[src/hdl/rpt_pkg.sv]
// Shared types and constants of the ranked population table.
// No dependencies; every other file of the block depends on this package.
package rpt_pkg;

    localparam int DEF_CAPACITY   = 1024;
    localparam int DEF_SCORE_BITS = 32;
    localparam int CFG_INDEX_BITS = 1;

    typedef enum logic [CFG_INDEX_BITS-1:0] {
        CFG_LARGER_IS_BETTER = 1'b0,
        CFG_CAPACITY_LIMIT   = 1'b1
    } cfg_reg_t;

    typedef enum logic [2:0] {
        CELL_HOLD,
        CELL_MATCH,
        CELL_REMOVE,
        CELL_COMPARE,
        CELL_INSERT
    } cell_op_t;

    typedef struct packed {
        cell_op_t op;
        logic     larger_is_better;
    } cell_ctrl_t;

    typedef enum logic [2:0] {
        ST_IDLE,
        ST_MATCH,
        ST_PREFIX,
        ST_REMOVE,
        ST_COMPARE,
        ST_SCAN,
        ST_INSERT,
        ST_REPORT
    } state_t;

endpackage

[src/hdl/rpt_cell.sv]
// One rank position of the ranked population table: holds a score and a slot
// and shifts toward its neighbors on removal and insertion. Depends on rpt_pkg.
module rpt_cell #(
    parameter int SCORE_BITS = rpt_pkg::DEF_SCORE_BITS,
    parameter int SLOT_BITS  = $clog2(rpt_pkg::DEF_CAPACITY),
    parameter int COUNT_BITS = $clog2(rpt_pkg::DEF_CAPACITY + 1),
    parameter int INDEX      = 0
) (
    input  logic                         clk,
    input  logic                         rst_n,
    input  rpt_pkg::cell_ctrl_t          ctrl,
    input  logic [COUNT_BITS-1:0]        count,
    input  logic signed [SCORE_BITS-1:0] new_score,
    input  logic [SLOT_BITS-1:0]         new_slot,
    input  logic signed [SCORE_BITS-1:0] prev_score,
    input  logic [SLOT_BITS-1:0]         prev_slot,
    input  logic                         prev_cover,
    input  logic signed [SCORE_BITS-1:0] next_score,
    input  logic [SLOT_BITS-1:0]         next_slot,
    input  logic                         shift_up,
    output logic signed [SCORE_BITS-1:0] score,
    output logic [SLOT_BITS-1:0]         slot,
    output logic                         match,
    output logic                         ins
);
    import rpt_pkg::*;

    localparam logic [COUNT_BITS-1:0] IDX = COUNT_BITS'(INDEX);

    logic signed [SCORE_BITS-1:0] score_reg, score_next;
    logic [SLOT_BITS-1:0]         slot_reg, slot_next;
    logic                         match_reg, match_next;
    logic                         ins_reg, ins_next;
    logic                         occupied;
    logic                         better;
    logic                         cmp;

    always_comb
    begin
        occupied   = IDX < count;
        better     = ctrl.larger_is_better ? (new_score >= score_reg)
                                           : (new_score <= score_reg);
        cmp        = !occupied || better;
        score_next = score_reg;
        slot_next  = slot_reg;
        match_next = match_reg;
        ins_next   = ins_reg;
        unique case (ctrl.op)
            CELL_HOLD:
            begin
            end
            CELL_MATCH:
            begin
                match_next = occupied && (slot_reg == new_slot);
            end
            CELL_REMOVE:
            begin
                if (shift_up)
                begin
                    score_next = next_score;
                    slot_next  = next_slot;
                end
            end
            CELL_COMPARE:
            begin
                match_next = cmp;
            end
            CELL_INSERT:
            begin
                ins_next = shift_up && !prev_cover;
                if (shift_up && !prev_cover)
                begin
                    score_next = new_score;
                    slot_next  = new_slot;
                end
                else if (prev_cover)
                begin
                    score_next = prev_score;
                    slot_next  = prev_slot;
                end
            end
            default:
            begin
            end
        endcase
    end

    always_ff @(posedge clk or negedge rst_n)
    begin
        if (!rst_n)
        begin
            match_reg <= 1'b0;
            ins_reg   <= 1'b0;
        end
        else
        begin
            match_reg <= match_next;
            ins_reg   <= ins_next;
        end
    end

    always_ff @(posedge clk)
    begin
        score_reg <= score_next;
        slot_reg  <= slot_next;
    end

    assign score = score_reg;
    assign slot  = slot_reg;
    assign match = match_reg;
    assign ins   = ins_reg;

endmodule

[config.mk]
export PLATFORM = sky130hd
export DESIGN_NAME = rpt_cell
export DESIGN_NICKNAME = d
export VERILOG_FILES = /design/src/hdl/rpt_pkg.sv /design/src/hdl/rpt_cell.sv
export SDC_FILE = /design/constraint.sdc
export NUM_CORES = 1
export LEC_CHECK = 0
export BUFFER_PORTS_ARGS = -buffer_cell sky130_fd_sc_hd__buf_2
export CAP_MARGIN = 5
export CORE_ASPECT_RATIO = 0.6
export CORE_MARGIN = 5
export CORE_UTILIZATION = 48
export CTS_CLUSTER_DIAMETER = 120
export DETAILED_ROUTE_END_ITERATION = 8
export PLACE_DENSITY = 0.89
export SETUP_SLACK_MARGIN = 0.3
export SYNTH_ARGS = -nofsm -noshare
export SYNTH_HDL_FRONTEND = slang
export SYNTH_SLANG_ARGS = --single-unit
[constraint.sdc]
create_clock -name clk -period 5.8 [get_ports clk]
set_input_delay 0 -clock clk [delete_from_list [all_inputs] [get_ports clk]]
set_output_delay 0 -clock clk [all_outputs]
set_load 0.005 [all_outputs]
==> impl_results.md, run 1 <==
- Fillers: 558
- Die H: around 73 um
- GR Overflow Total: 0
- Total Power: 0.793 mW
- DP HPWL: 7.78 mm
- Leading area contributor after synthesis: edfxtp_1
- Post-Layout Inst Area: between 4000 and 5000 um2
- Slew Viols, Final: 0
- I/O pin count: 189
- Fin. Hold Viols: 0
- PortBufs: between 150 and 200
- Routed wire per std cell: around 16 um
- Antenna violation net count after detailed routing: 0
- Fmax: 0.401 GHz
- P_leak: roughly 2.2 nW
- R2R Setup Slk: 3310 ps
- Clock Pin Slew Worst Setup and Hold Paths: 80 ps
- PwrDens: 182 nW/um2
- Critical Path Max Stage Delay: 520 ps
- DP Area: 4260 um2
- Tcrit/Tclk final: 43.0%
- CTS Root Cell: clkbuf_8
- Sink Count: 44
- Die ar.: 8510 um2
- Clock H-tree levels: 2
- Setup TNS Final: 0 ps
- Synth Flop Type: edfxtp_1
- GRT Total Usage: 20.9%
- Avg Cell Area, Syn: 9.77 um2
- CP Max Fanout: 3
- CTS max path bufs: 2
- Final non-filler cell total: 602
- CP startpoint kind: flop
- Data arrival, critical path: 2670 ps
- Die outline width: 116 um
- Worst VDD drop: 98.7 uV
- Worst Clk Skew: 6.29 ps
- Placed Cells: 593
- Setup crit end kind: flop
- Max_cap viols: 0
- Synth top area share: between 30% and 40%
- Commonest cells in the netlist: a21oi_1, nor2_1, edfxtp_1, mux2i_1, inv_1
- Hold crit path type: in2async
- Fin util: 66.0%
- GP Congestion: 0.846
- Least-Margin Pin Slew: 624 ps
- Seq cells post-synth: 44
- EDFF count, synth: 42
- CTS tree: yes
- Proportion of layout cells with a drive suffix above 1: 39.4%
- Initial DRC count: approximately 110
- Unique cell type count in the Yosys netlist: 35
- Dpl ws: ~3300 ps
- Later-pin clock latency in the skew report: 290 ps
- Initial antenna violation count: 0
- Setup CP Type: reg2reg
- Ys Warns: 0
- Vias in the first global route: 3132
- Top-count cell post-synth: a21oi_1
- Post-Synthesis Cells: between 300 and 400
- Resize count post-CTS: 0
- Largest net degree at the start of global routing: 66
- Seq/Total Area, Yosys: 40.7%
- Outcome: finished, final reports clean
- Worst EP required: 5980 ps
- Crit path time final: 2490 ps
- Worst hold slack: 28.4 ps
- Via density: between 5 and 6
- Final setup viols: 0
- FP Rows: 23
- Drt first pass iters: 4
- Synthesized area: between 3000 and 4000 um2
- Synth area leaders: edfxtp_1, mux2i_1, ha_1
- CORE AREA: roughly 6600 um2
- Via Count: 3118
- Slowest stage cell, crit path: or4_1
- Final WL: 9.34 mm
- RSZ-0062 raised after global routing: false
- Post-synth net total: 507
- Synth async-reset ratio: ~4.5%
- Post-route DRC violation count: 0
- Critical-path cell list: inv_1, ha_1, a41o_1, a21oi_1, o221ai_1, a2111o_1, or4_1, and3_1
- First-pass GRT wire length: approximately 14 mm
- Area Growth Syn to Fin: 34.9%
- Setup ws final: 3310 ps
- Total CTS buffers: 5
- Diode count: 0
- Final nets: 691
- Max reg flops: 32
- Max-slew headroom: about three fifths
- Starting Density: between 40% and 50%
timing repair:
item	in CTS	in global routing
hold buffers	1	0
buffers inserted	0	0
hold endpoints to repair	2	0
worst max-delay path: cells and delay by family (launching register included):
| family | cells | cell delay (ps) |
|---|---|---|
| buffers and inverters | 1 | 70 |
| AOI/OAI and AO/OA | 4 | 970 |
| adders and majority gates | 1 | 250 |
| DFF | 1 | 400 |
| and+or+nand+nor | 2 | 700 |
cell families (layout without fill, tap and decap cells):
family,after synthesis,after routing,share of synthesized area [%]
AOI/OAI and AO/OA,71,71,12.7
muxes,43,43,13.4
and+or+nand+nor,79,79,12.1
buffers and inverters,50,235,5.82
DFF,44,44,40.7
xor gates and xnor gates,11,11,2.99
adders and majority gates,32,32,12.4
power by group:
part	total [mW]	internal (mW)	switching, mW
Combinational	0.219	0.109	0.110
Sequential	0.387	0.375	0.0114
Clock	0.188	0.0842	0.103
cells in the final DEF, fill, tap and decap left out, types with 2 or more instances in the layout:
cell type  netlist  layout
mux2i_1         42      42
nand3_1          7       7
nand3b_1         2       2
xor2_1          11      11
edfxtp_1        42      42
a21oi_1         52      51
nor2_1          43      43
clkbuf_1        11       2
nor4_1           6       6
clkbuf_8         0       5
nor2b_1          3       2
nand4_1          9       9
nor3_1           2       2
dfrtp_1          2       2
a21o_1           7       7
inv_1           35      35
o21ai_0          3       3
ha_1            32      32
nor2b_4          1       2
buf_4            0       3
buf_2            0     188
path summary, 6_finish.rpt:
kind,start,endpoint,cells after the start
max,score[19]$_DFFE_PP_,match$_DFFE_PN0P_,8
min,rst_n,ins$_DFFE_PN0P_,2
max reg2reg,score[19]$_DFFE_PP_,match$_DFFE_PN0P_,8
min reg2reg,ins$_DFFE_PN0P_,ins$_DFFE_PN0P_,1
max in group asynchronous,rst_n,match$_DFFE_PN0P_,2
min in group clk,next_slot[5],slot[5]$_DFFE_PP_,3
metal layers:
layer / track usage, % / up-vias / share of wire (%)
li1: - / 1567 / -
met1: 25.7 / 1416 / 42
met2: 37.5 / 121 / 49
met3: 4.69 / 14 / 7.3
met4: 5.28 / 0 / 1.5
met5: 0 / - / 0
cell type report:
type / instances / area, um2 / area share [%]
clock buffer: 7 / 76.3 / 1.75
clock inverter: 1 / 3.75 / 0.0863
inverter: 35 / 131 / 3.02
multi-input combinational: 236 / 1750 / 40.1
sequential: 44 / 1310 / 30.1
tap: 87 / 109 / 2.50
timing repair buffer: 192 / 973 / 22.4
No activity file was read; power rests on OpenSTA's default activity.
==> inputs of run 2 (changes only) <==
- CORE_UTILIZATION: 48 -> 40
- PLACE_DENSITY: 0.89 -> 0.79
- clock period: 5.8 -> 2 ns (I/O delays scaled with it)
==> run 2 against run 1 <==
Net effect: setup slack worse by 3500 ps; via count up 3.1%; the run now ends with setup timing left; wire length up 5.6%; critical path depth unchanged.
==> impl_results.md, run 2 (synthesis results as in run 1) <==
- Antenna violation net count after detailed routing: 0 (unchanged)
- Die H: 79.6 um (+8.3%)
- PortBufs: 188 (unchanged)
- Via density: 5.03 (-3.0%)
- Crit path time final: 2240 ps (-253 ps)
- Clock H-tree levels: 2 (unchanged)
- Sink Count: 44 (unchanged)
- Max-slew headroom: 68.3% (+10 points)
- Max_cap viols: 0 (unchanged)
- Commonest non-fill, non-tap cell in the layout: buf_2
- Clock power share: 30.0% (+6.3 points)
- Setup crit end kind: flop
- CP startpoint kind: flop
- Diode count: 0 (unchanged)
- Least-Margin Pin Slew: 475 ps (-149 ps)
- Starting Density: 41.1% (-7.9 points)
- I/O pin count: 189 (unchanged)
- Fin. Hold Viols: 0 (unchanged)
- Area Growth Syn to Fin: 45.0%
- Tcrit/Tclk final: 112% (+69 points)
- CTS Root Cell: clkbuf_16
- RSZ-0062 raised after global routing: true
- Combinational power share: 26.9% (-0.7 points)
- P_sw: 0.692 mW (+210%)
- Later-pin clock latency in the skew report: 280 ps (about the same)
- Final setup viols: 1 (+1)
- GR Overflow Total: 0 (unchanged)
- Drt first pass iters: 4 (unchanged)
- Hold crit path type: in2async
- CORE AREA: 7850 um2 (+19%)
- Dpl ws: -266 ps (-3570 ps)
- Fin util: 59.6% (-6.5 points)
- Setup CP Type: reg2reg
- Final nets: 709 (+2.6%)
- First-pass GRT wire length: 15.4 mm (+9.1%)
- Total Power: 2.60 mW (+230%)
- Total CTS buffers: 5 (unchanged)
- Outcome: complete, but fails checks
- Die ar.: 10000 um2 (+18%)
- Most frequent cells in the layout: buf_2, a21oi_1, nor2_1, mux2i_1, edfxtp_1
- Violated checks: setup timing
- Via Count: 3216 (+3.1%)
- Share of power burned in registers: 43.2% (-5.6 points)
- Initial antenna violation count: 0 (unchanged)
- Worst VDD drop: 294 uV (+200%)
- Largest net degree at the start of global routing: 35 (-47%)
- Final WL: 9.87 mm (+5.6%)
- Int Power: 1.91 mW (+240%)
- CTS tree: yes
- Setup ws final: -241 ps (-3550 ps)
- Worst Clk Skew: 2.24 ps (-4.05 ps)
- Vias in the first global route: 3297 (+5.3%)
- CP Max Fanout: 3 (unchanged)
- PwrDens: 556 nW/um2 (+210%)
- Initial DRC count: 98 (-7.5%)
- Max reg flops: 32 (unchanged)
- Die outline width: 126 um (+8.7%)
- FP Rows: 25 (+8.7%)
- Fmax: 0.446 GHz (+11%)
- Slew Viols, Final: 0 (unchanged)
- Data arrival, critical path: 2410 ps (-260 ps)
- Clock Pin Slew Worst Setup and Hold Paths: 60 ps (-20 ps)
- GP Congestion: 0.883 (+4.4%)
- P_leak: 2.28 nW (+5.5%)
- CTS max path bufs: 2 (unchanged)
- Switching part of the total: 26.6% (-1.7 points)
- Post-route DRC violation count: 0 (unchanged)
- DP HPWL: 8.15 mm (+4.8%)
- GRT Total Usage: 18.8% (-2.1 points)
- Proportion of layout cells with a drive suffix above 1: 43.6% (+4.2 points)
- Routed wire per std cell: 15.4 um (-0.65%)
- Worst EP required: 2170 ps (-3810 ps)
run 2: power by group through the flow:
| stage | logic, mW | registers [mW] | clock network (mW) |
|---|---|---|---|
| final | 0.698 | 1.12 | 0.779 |
| after global routing | 0.777 | 1.13 | 0.840 |
| after CTS | 0.696 | 1.12 | 0.804 |
| after detailed placement | 0.684 | 1.14 | 0 |
| after global placement | 0.659 | 1.14 | 0 |
| after floorplan | 0.327 | 1.15 | 0 |
run 2: layout make-up:
| cell class | count | area [um2] |
|---|---|---|
| inverters | 35 | 131 |
| multi-input cells | 236 | 1820 |
| repair buffers | 210 | 1150 |
| fillers | 692 | 3170 |
| well taps | 108 | 135 |
| flip-flops and latches | 44 | 1310 |
| clock buffers | 7 | 133 |
run 2: layer usage:
metal | global-route usage [%] | wire length (um) | up-vias
met1 | 23.1 | 4230 | 1453
met5 | 0 | 0 | -
met4 | 5.67 | 140 | 0
met3 | 6.08 | 936 | 14
met2 | 31.7 | 4560 | 145
li1 | - | - | 1604
run 2: critical path: stages (launching register included):
cell	delay, ps
edfxtp_1	400
inv_2	80
ha_4	190
a21oi_1	130
nand2_1	70
a21o_1	190
o41a_1	420
or4_1	490
and3_1	150
run 2: stage by stage:
step / area, um2 / hold WS (ps) / TNS [ps] / std cells
after floorplan: 3270 / -296 / -116 / 330
final: 4680 / 46.2 / -241 / 640
after global placement: 4480 / -206 / -205 / 629
after CTS: 4650 / 37.6 / -246 / 638
after global routing: 4680 / 36.7 / -304 / 640
after detailed placement: 4480 / -209 / -266 / 629
run 2: path summary, 6_finish.rpt:
path | startpoint | endpoint | slack, ps | cells after the start
worst max-delay path | score[14]$_DFFE_PP_ | match$_DFFE_PN0P_ | -240 | 8
min in group clk | next_score[13] | score[13]$_DFFE_PP_ | 50 | 3
max in group asynchronous | rst_n | ins$_DFFE_PN0P_ | 1850 | 2
worst max register to register | score[14]$_DFFE_PP_ | match$_DFFE_PN0P_ | -240 | 8
worst min-delay path | rst_n | match$_DFFE_PN0P_ | 50 | 2
worst min register to register | ins$_DFFE_PN0P_ | ins$_DFFE_PN0P_ | 510 | 1
run 2: timing repair:
item / 4_1_cts / 5_1_grt
endpoints found under the hold margin: 2 / 0
hold buffers: 1 / 0
resized for setup: 5 / 3
setup endpoints to repair: 1 / 1
buffers inserted: 1 / 2
pin swaps: 4 / 2
==> inputs of run 3 (changes only) <==
- CORE_MARGIN: 5 -> 2
- SETUP_SLACK_MARGIN: 0.3 -> unset
==> run 3 against run 2 <==
Net effect: the run still ends with setup timing left; clock skew grew 1.5 ps; global-route usage grew 2.2 points; first-iteration DRC count grew 32%; register-to-register slack gained 30 ps; cell area grew 1.2%; sequential power is essentially flat; core utilization grew 0.72 points; wire length shrank 6.0%; fmax grew 1.4%; count of clock-buffer cells in the layout is the same; largest power group unchanged.
==> impl_results.md, run 3 (synthesis results as in run 1) <==
- CTS tree: yes
- PwrDens: 597 nW/um2 (+7.3%)
- Sink Count: 44 (unchanged)
- Slew Viols, Final: 0 (unchanged)
- Die ar.: 8820 um2 (-12%)
- Worst EP required: 2170 ps (about the same)
- GP Congestion: 0.799 (-9.5%)
- Dpl ws: -310 ps (-44.6 ps)
- CTS max path bufs: 2 (unchanged)
- Post-route DRC violation count: 0 (unchanged)
- Commonest non-fill, non-tap cell in the layout: buf_2
- Max-slew headroom: 68.5% (+0.13 points)
- P_leak: 2.30 nW (+0.80%)
- Setup ws final: -211 ps (+30.4 ps)
- Fin util: 60.3% (+0.72 points)
- Switching part of the total: 25.3% (-1.3 points)
- Initial DRC count: 129 (+32%)
- Total CTS buffers: 5 (unchanged)
- CTS Root Cell: clkbuf_16
- Crit path time final: 2210 ps (-30.4 ps)
- Least-Margin Pin Slew: 469 ps (-5.92 ps)
- Setup CP Type: reg2reg
- Worst VDD drop: 336 uV (+14%)
- Clock H-tree levels: 2 (unchanged)
- Clock power share: 35.3% (+5.3 points)
- FP Rows: 25 (unchanged)
- First-pass GRT wire length: 14.6 mm (-5.3%)
- Most frequent cells in the layout: buf_2, a21oi_1, nor2_1, mux2i_1, edfxtp_1
- Share of power burned in registers: 39.8% (-3.4 points)
- Fmax: 0.452 GHz (+1.4%)
- Initial antenna violation count: 0 (unchanged)
- Die H: 73.6 um (-7.5%)
- Vias in the first global route: 3106 (-5.8%)
- Clock Pin Slew Worst Setup and Hold Paths: 60 ps (about the same)
- Antenna violation net count after detailed routing: 0 (unchanged)
- R2R Setup Slk: -210 ps (+30 ps)
- Via density: 4.95 (-1.4%)
- Via Count: 3171 (-1.4%)
- GRT Total Usage: 21.0% (+2.2 points)
- Combinational power share: 24.8% (-2.1 points)
- R2R depth: 8 (unchanged)
- Outcome: complete, but fails checks
- Tcrit/Tclk final: 111% (-1.5 points)
- Routed wire per std cell: 14.5 um (-6.0%)
- Diode count: 0 (unchanged)
- Final nets: 708 (-0.14%)
- Worst Clk Skew: 3.69 ps (+1.46 ps)
- Int Power: 2.11 mW (+11%)
- Max reg flops: 32 (unchanged)
- Hold crit path type: in2async
- Proportion of layout cells with a drive suffix above 1: 44.9% (+1.3 points)
- Setup crit end kind: flop
- Later-pin clock latency in the skew report: 280 ps (about the same)
- CORE AREA: 7850 um2 (unchanged)
- CP Max Fanout: 3 (unchanged)
- Starting Density: 41.1% (unchanged)
- Critical R2R Capture: match$_DFFE_PN0P_
- Setup TNS Final: -211 ps (+30.4 ps)
- CP startpoint kind: flop
- RSZ-0062 raised after global routing: true
- Violated checks: setup timing
- DP HPWL: 7.46 mm (-8.5%)
- Final WL: 9.27 mm (-6.0%)
- Largest net degree at the start of global routing: 66 (+89%)
- Drt first pass iters: 5 (+1)
- PortBufs: 188 (unchanged)
- Reg2reg start: score[14]$_DFFE_PP_
- I/O pin count: 189 (unchanged)
- Area Growth Syn to Fin: 46.7%
- Max_cap viols: 0 (unchanged)
- Final setup viols: 1 (unchanged)
- Worst hold slack: 39.3 ps (-6.91 ps)
- Die outline width: 120 um (-4.8%)
- Fin. Hold Viols: 0 (unchanged)
- P_sw: 0.713 mW (+3.1%)
- GR Overflow Total: 0 (unchanged)
- Data arrival, critical path: 2380 ps (-30 ps)
[run 3: cell count changes in the layout (fill, tap and decap cells not counted), sizes merged]
cell and change:
bufinv +1, buf -1
[run 3: worst max-delay path by stage]
stage,start,slack (ps),to,depth (start not counted)
6_report,score[14]$_DFFE_PP_,-210,match$_DFFE_PN0P_,8
5_1_grt,score[1]$_DFFE_PP_,-310,match$_DFFE_PN0P_,8
4_1_cts,score[17]$_DFFE_PP_,-240,match$_DFFE_PN0P_,8
3_5_place_dp,score[29]$_DFFE_PP_,-310,match$_DFFE_PN0P_,8
3_3_place_gp,score[30]$_DFFE_PP_,-230,match$_DFFE_PN0P_,8
2_1_floorplan,score[19]$_DFFE_PP_,-120,match$_DFFE_PN0P_,8
[run 3: power by group through the flow]
stage | Combinational [mW] | Sequential [mW] | Clock (mW)
floorplan | 0.325 | 1.15 | 0
finish | 0.701 | 1.13 | 0.998
global placement | 0.645 | 1.14 | 0
global route | 0.789 | 1.13 | 1.05
detailed placement | 0.674 | 1.14 | 0
CTS | 0.689 | 1.13 | 1.02
[run 3: metal layers]
metal  up-vias  global-route usage [%]  routed length [um]
li1       1599                       -                   -
met1      1449                    26.0                4170
met2       119                    39.2                4540
met3         4                    3.73                 528
met4         0                    3.53                  38
met5         -                       0                   0
[run 3: stage by stage]
stage | total power, mW | instance area [um2] | std cells
after floorplan | 1.47 | 3270 | 330
after global placement | 1.78 | 4460 | 628
after detailed placement | 1.82 | 4460 | 628
after CTS | 2.84 | 4690 | 638
after global routing | 2.97 | 4730 | 640
final | 2.82 | 4730 | 640
[run 3: layout make-up]
class	count	area, um2
clock inverters	1	30.0
fillers	692	3120
flip-flops and latches	44	1310
clock buffers	7	153
multi-input cells	236	1850
well taps	108	135
inverters	35	131
repair buffers	209	1130
[run 3: what timing repair did]
item	4_1_cts	5_1_grt
hold endpoints to repair	2	0
buffers inserted	1	2
pin swaps	4	1
hold buffers	1	0
endpoints found under the setup margin	1	1
gates resized for setup	7	6
cloned	0	0
[run 3: critical path: stages, from the launching register on]
cell	delay [ps]
edfxtp_1	410
inv_2	90
ha_4	200
a21oi_2	110
nand2_1	60
a21o_1	200
o41a_1	400
or4_1	490
and3_1	150
